--- config.mk ---
export PLATFORM = sky130hd
export DESIGN_NAME = lzwd_stack
export DESIGN_NICKNAME = d
export VERILOG_FILES = /design/src/sv/lzwd_pkg.sv /design/src/sv/lzwd_stack.sv
export SDC_FILE = /design/constraint.sdc
export NUM_CORES = 1
export LEC_CHECK = 0
export BUFFER_PORTS_ARGS = -buffer_cell sky130_fd_sc_hd__buf_2
export CAP_MARGIN = 10
export CORE_MARGIN = 2
export CORE_UTILIZATION = 50
export DETAILED_ROUTE_END_ITERATION = 10
export HOLD_SLACK_MARGIN = 0.1
export PLACE_DENSITY_LB_ADDON = 0.25
export SYNTH_ARGS = -nofsm -noshare
export SYNTH_HDL_FRONTEND = slang
export SYNTH_SLANG_ARGS = --single-unit
--- constraint.sdc ---
create_clock -name clk -period 5.5 [get_ports clk]
set_input_delay 0.55 -clock clk [delete_from_list [all_inputs] [get_ports clk]]
set_output_delay 0.55 -clock clk [all_outputs]
set_load 0.1 [all_outputs]
--- src/sv/lzwd_pkg.sv ---
// shared types, constants and state codes for the lzw code decoder
package lzwd_pkg;

	localparam int DICT_ENTRIES_DEF = 4096;
	localparam int MAX_STRING_DEF   = 64;
	localparam int CODE_W           = 12;
	localparam int BYTE_W           = 8;
	localparam int LEN_W            = 7;
	localparam int NEXT_W           = 13;
	localparam int ROOTS            = 256;
	localparam int CODE_LIMIT       = 4096;

	typedef struct packed {
		logic [CODE_W-1:0] code;
		logic              final_code;
	} code_item_t;

	typedef struct packed {
		logic [BYTE_W-1:0] out_byte;
		logic              last;
		logic              error;
	} sym_item_t;

	typedef struct packed {
		logic [CODE_W-1:0] prefix;
		logic [BYTE_W-1:0] sym;
		logic [LEN_W-1:0]  len;
	} dict_entry_t;

	typedef enum logic [2:0] {
		ST_IDLE,
		ST_CHECK,
		ST_READ,
		ST_WALK,
		ST_UPDATE,
		ST_EMIT,
		ST_ERROR
	} state_t;

endpackage

--- src/sv/lzwd_stack.sv ---
// unwind stack memory holding one decoded string in output order
module lzwd_stack
	import lzwd_pkg::*;
#(
	parameter int DEPTH = MAX_STRING_DEF,
	localparam int AW = $clog2(DEPTH)
) (
	input  logic              clk,
	input  logic              wr_en,
	input  logic [AW-1:0]     wr_addr,
	input  logic [BYTE_W-1:0] wr_data,
	input  logic              rd_en,
	input  logic [AW-1:0]     rd_addr,
	output logic [BYTE_W-1:0] rd_data
);

	logic [BYTE_W-1:0] mem [DEPTH];

	// single write port, registered read port
	always_ff @(posedge clk) begin
		if (wr_en) begin
			mem[wr_addr] <= wr_data;
		end
		if (rd_en) begin
			rd_data <= mem[rd_addr];
		end
	end

endmodule

# ---- Word level (Yosys, flattened, before mapping)
# Memories as Yosys holds them, arrays and structs flattened. A register that Yosys moved wholly into a read port is not among the register bits.
# Index checks and enable logic that the tools add are counted.
dict set report classes {
  mux 2
}
# operator n
set op_table {}
lappend op_table {{$mux W1} 2}
dict set report totals {
  reg_bits 0
  mem_bits_rw 512
  output_inout_bits 8
  wordCells 3
  mem_count 1
}
# name words width read_ports rd_clocked_by_memory_dff wr line
set memory_table {}
lappend memory_table {mem 64 8 1 1 1 lzwd_stack.sv:17} ;# logic [BYTE_W-1:0] mem [DEPTH];

# ---- Longest topological paths before layout
dict set report depth {
  depth_word 2
  ltp_mapped 9
  ltp_nobuf 5
}

# ---- Worst setup path before layout
# Ideal clock, no wire load.
dict set report synth_timing {
  path_type {input port to flip-flop}
  from {input port rd_addr[1]}
  to {register rd_data[3], read port of mem, data pin}
  setup_time_ns 0.266
  arrival_ns 2.090
  t_required_ns 5.234
  path_slack_ns 3.144
  cell_stages 7
  n_path_buf 3
  path_cell_list {buf_4 -> buf_2 -> buf_2 -> mux4_2 -> mux4_2 -> o21ai_1 -> o41ai_1}
}
# item line
set synth_lines {}
lappend synth_lines {{from (decl)} lzwd_stack.sv:13} ;# input logic [AW-1:0] rd_addr,
lappend synth_lines {{to (decl)} lzwd_stack.sv:14} ;# output logic [BYTE_W-1:0] rd_data

==> impl_metrics.json <==
{
  "outcome": "complete, no violations",
  "cp-end-kind": "flip-flop",
  "slew-limit-headroom_pct": 21.5,
  "grt_pass1_wl_um": 64000,
  "cts_resized": 0,
  "area_growth_pct": 11.1,
  "dieArea_um2": 42100,
  "drtPass1Iterations": 5,
  "synth-edff-count": 520,
  "post_dp_cell_area_um2": 20900,
  "vias": 9560,
  "peakVddDrop_mv": 0.197,
  "synth_fp_nets": 963,
  "synthMostInstantiatedCell": "edfxtp_1",
  "synthArstFlopShare_pct": 0,
  "grt_overflow": 0,
  "rsz0062_at_grt": "false",
  "p_sw_share_pct": 21.0,
  "syn_area_um2": 20200,
  "ioPinCount": 31,
  "num_rows": 73,
  "synth_top_area_share_pct": 77.1,
  "r2r_cells": 5,
  "tightest_slew_ns": 1.18,
  "drc": 0,
  "core_area_um2": 39800,
  "cts_sinks": 520,
  "cp.arrival_ns": 3.23,
  "hold_ws_ns": 0.364,
  "synthFlopType": "edfxtp_1",
  "antenna_found_initial": 1,
  "clk_path_buf_depth": 3,
  "wl_per_cell_um": 27.4,
  "post-place-ws_ns": 1.93,
  "final_area_um2": 22500,
  "clock_latency_ns": 0.58,
  "min_path_cells": 1,
  "postCtsSetupRepairBufs": 0,
  "hpwlAfterDp_um": 25200,
  "yosys_warnings": 0,
  "die_w_um": 205,
  "cp-start-kind": "input port",
  "root_buffer": "clkbuf_16",
  "grtUsageTotal_pct": 21.0,
  "fmaxAchievable_mhz": 341,
  "power.total_mw": 8.20,
  "p_per_area_nw_per_um2": 365,
  "period_share_pct": 53.4,
  "grt_start_max_net_pins": 70,
  "synth_cells": 940,
  "power.internal_mw": 6.48,
  "power_switching_mw": 1.72,
  "seq_power_share_pct": 53.7,
  "path_class": "in2reg",
  "netlist_top_cells_area": "edfxtp_1, mux4_2, nor2_1",
  "synth_area_leader_cell": "edfxtp_1",
  "required_ns": 5.80,
  "cts.htree.levels": 2,
  "via_per_inst": 6.14,
  "worstPathMaxFanout": 69,
  "ctsHoldBuffers": 0,
  "post-route-min-period_ns": 2.94,
  "synth-seq-cells": 520,
  "drt-initial-drc-count": 992,
  "cts_tree": "done",
  "worst_clock_skew_ns": 0.0144,
  "yosys-top-cells-count": "edfxtp_1, mux4_2, nor2_1, mux2i_1, nand2_1",
  "cts_buffers": 51,
  "hp-class": "in2reg",
  "slew_violations": 0,
  "port_buffers": 30,
  "synth_cell_types": 39,
  "syn_avg_cell_area_um2": 21.5,
  "setup_viol": 0,
  "leakage_nw": 6.97,
  "drt-total-wl_um": 42600,
  "hold_viol": 0,
  "ant_nets": 0,
  "drive_above_1_share_pct": 25.2,
  "nNetsFinal": 1011,
  "fin_setup_tns_ns": 0,
  "yosysSeqAreaShare_pct": 77.1,
  "combPwrFrac_pct": 5.2,
  "cap_violations": 0,
  "routabilityCongestion": 0.780,
  "grt_pass1_vias": 9688,
  "start_util_pct": 50.8,
  "layout_setup_ws_ns": 2.56,
  "dieHeight_um": 205,
  "p_clk_share_pct": 41.1,
  "clk_pin_slew_ns": 0.06
}
==> placed cells by master, fill, tap and decap left out, types with 4 or more instances in the layout <==
cell and count:
nor3_1 7, o221ai_1 8, nand2_1 19, nand2b_1 7
mux2i_1 23, nor2_1 83, mux2_2 13, clkinv_1 13
clkbuf_16 51, mux4_2 126, buf_4 17, a221oi_1 6
bufinv_16 5, clkbuf_1 9, nor2b_1 14, buf_2 27
a211oi_1 4, clkinv_2 13, nand3_1 13, o22ai_1 8
inv_6 4, edfxtp_1 520
==> through the flow <==
stage | cells | utilization [%]
2_1_floorplan | 940 | -
3_3_place_gp | 1459 | 52.4
3_5_place_dp | 1459 | 52.4
4_1_cts | 1554 | 56.4
5_1_grt | 1556 | 56.5
6_report | 1556 | 56.5
==> routing by layer <==
layer	track usage [%]	routed length, µm
met1	31.2	18300
met4	6.50	1140
met2	32.6	20400
met3	3.39	2870
met5	0	0
==> state kept, by name, indices dropped and copies added, names as in the netlist <==
signal,count
rd_data,8
mem,512
==> logic make-up after synthesis <==
logic type	Yosys count	share of synthesized area, %
compound gates	54	2.06
simple gates	153	3.37
buf+inv	51	1.56
mux	162	15.9
flops	520	77.1
==> path summary, 6_finish.rpt <==
check	from	end	slack, ns
hold reg to reg	mem[43][5]	rd_data[5]	0.96
hold / removal	rd_en	rd_data[7]	0.36
setup / recovery	rd_addr[0]	rd_data[5]	2.56
setup reg to reg	mem[21][4]	rd_data[4]	3.23
==> cell type report <==
type | count | area (µm²)
Clock buffer | 60 | 1310
Timing Repair Buffer | 46 | 297
Clock inverter | 35 | 299
Multi-Input combinational cell | 369 | 4320
Tap cell | 525 | 657
Antenna cell | 1 | 2.50
Sequential cell | 520 | 15600
Fill cell | 2975 | 17300
==> power by group through the flow <==
stage,combinational [mW],sequential [mW],clock (mW)
global route,0.455,4.41,3.58
detailed placement,0.428,4.49,0
floorplan,0.234,4.53,0
finish,0.426,4.41,3.37
CTS,0.429,4.41,3.41
global placement,0.422,4.49,0
==> worst max-delay path: stages <==
cell	delay [ns]
clkbuf_8	0.61
buf_4	0.51
mux4_2	0.56
a2111oi_0	0.71
o41ai_1	0.16
(Power assumes the default switching activity.)
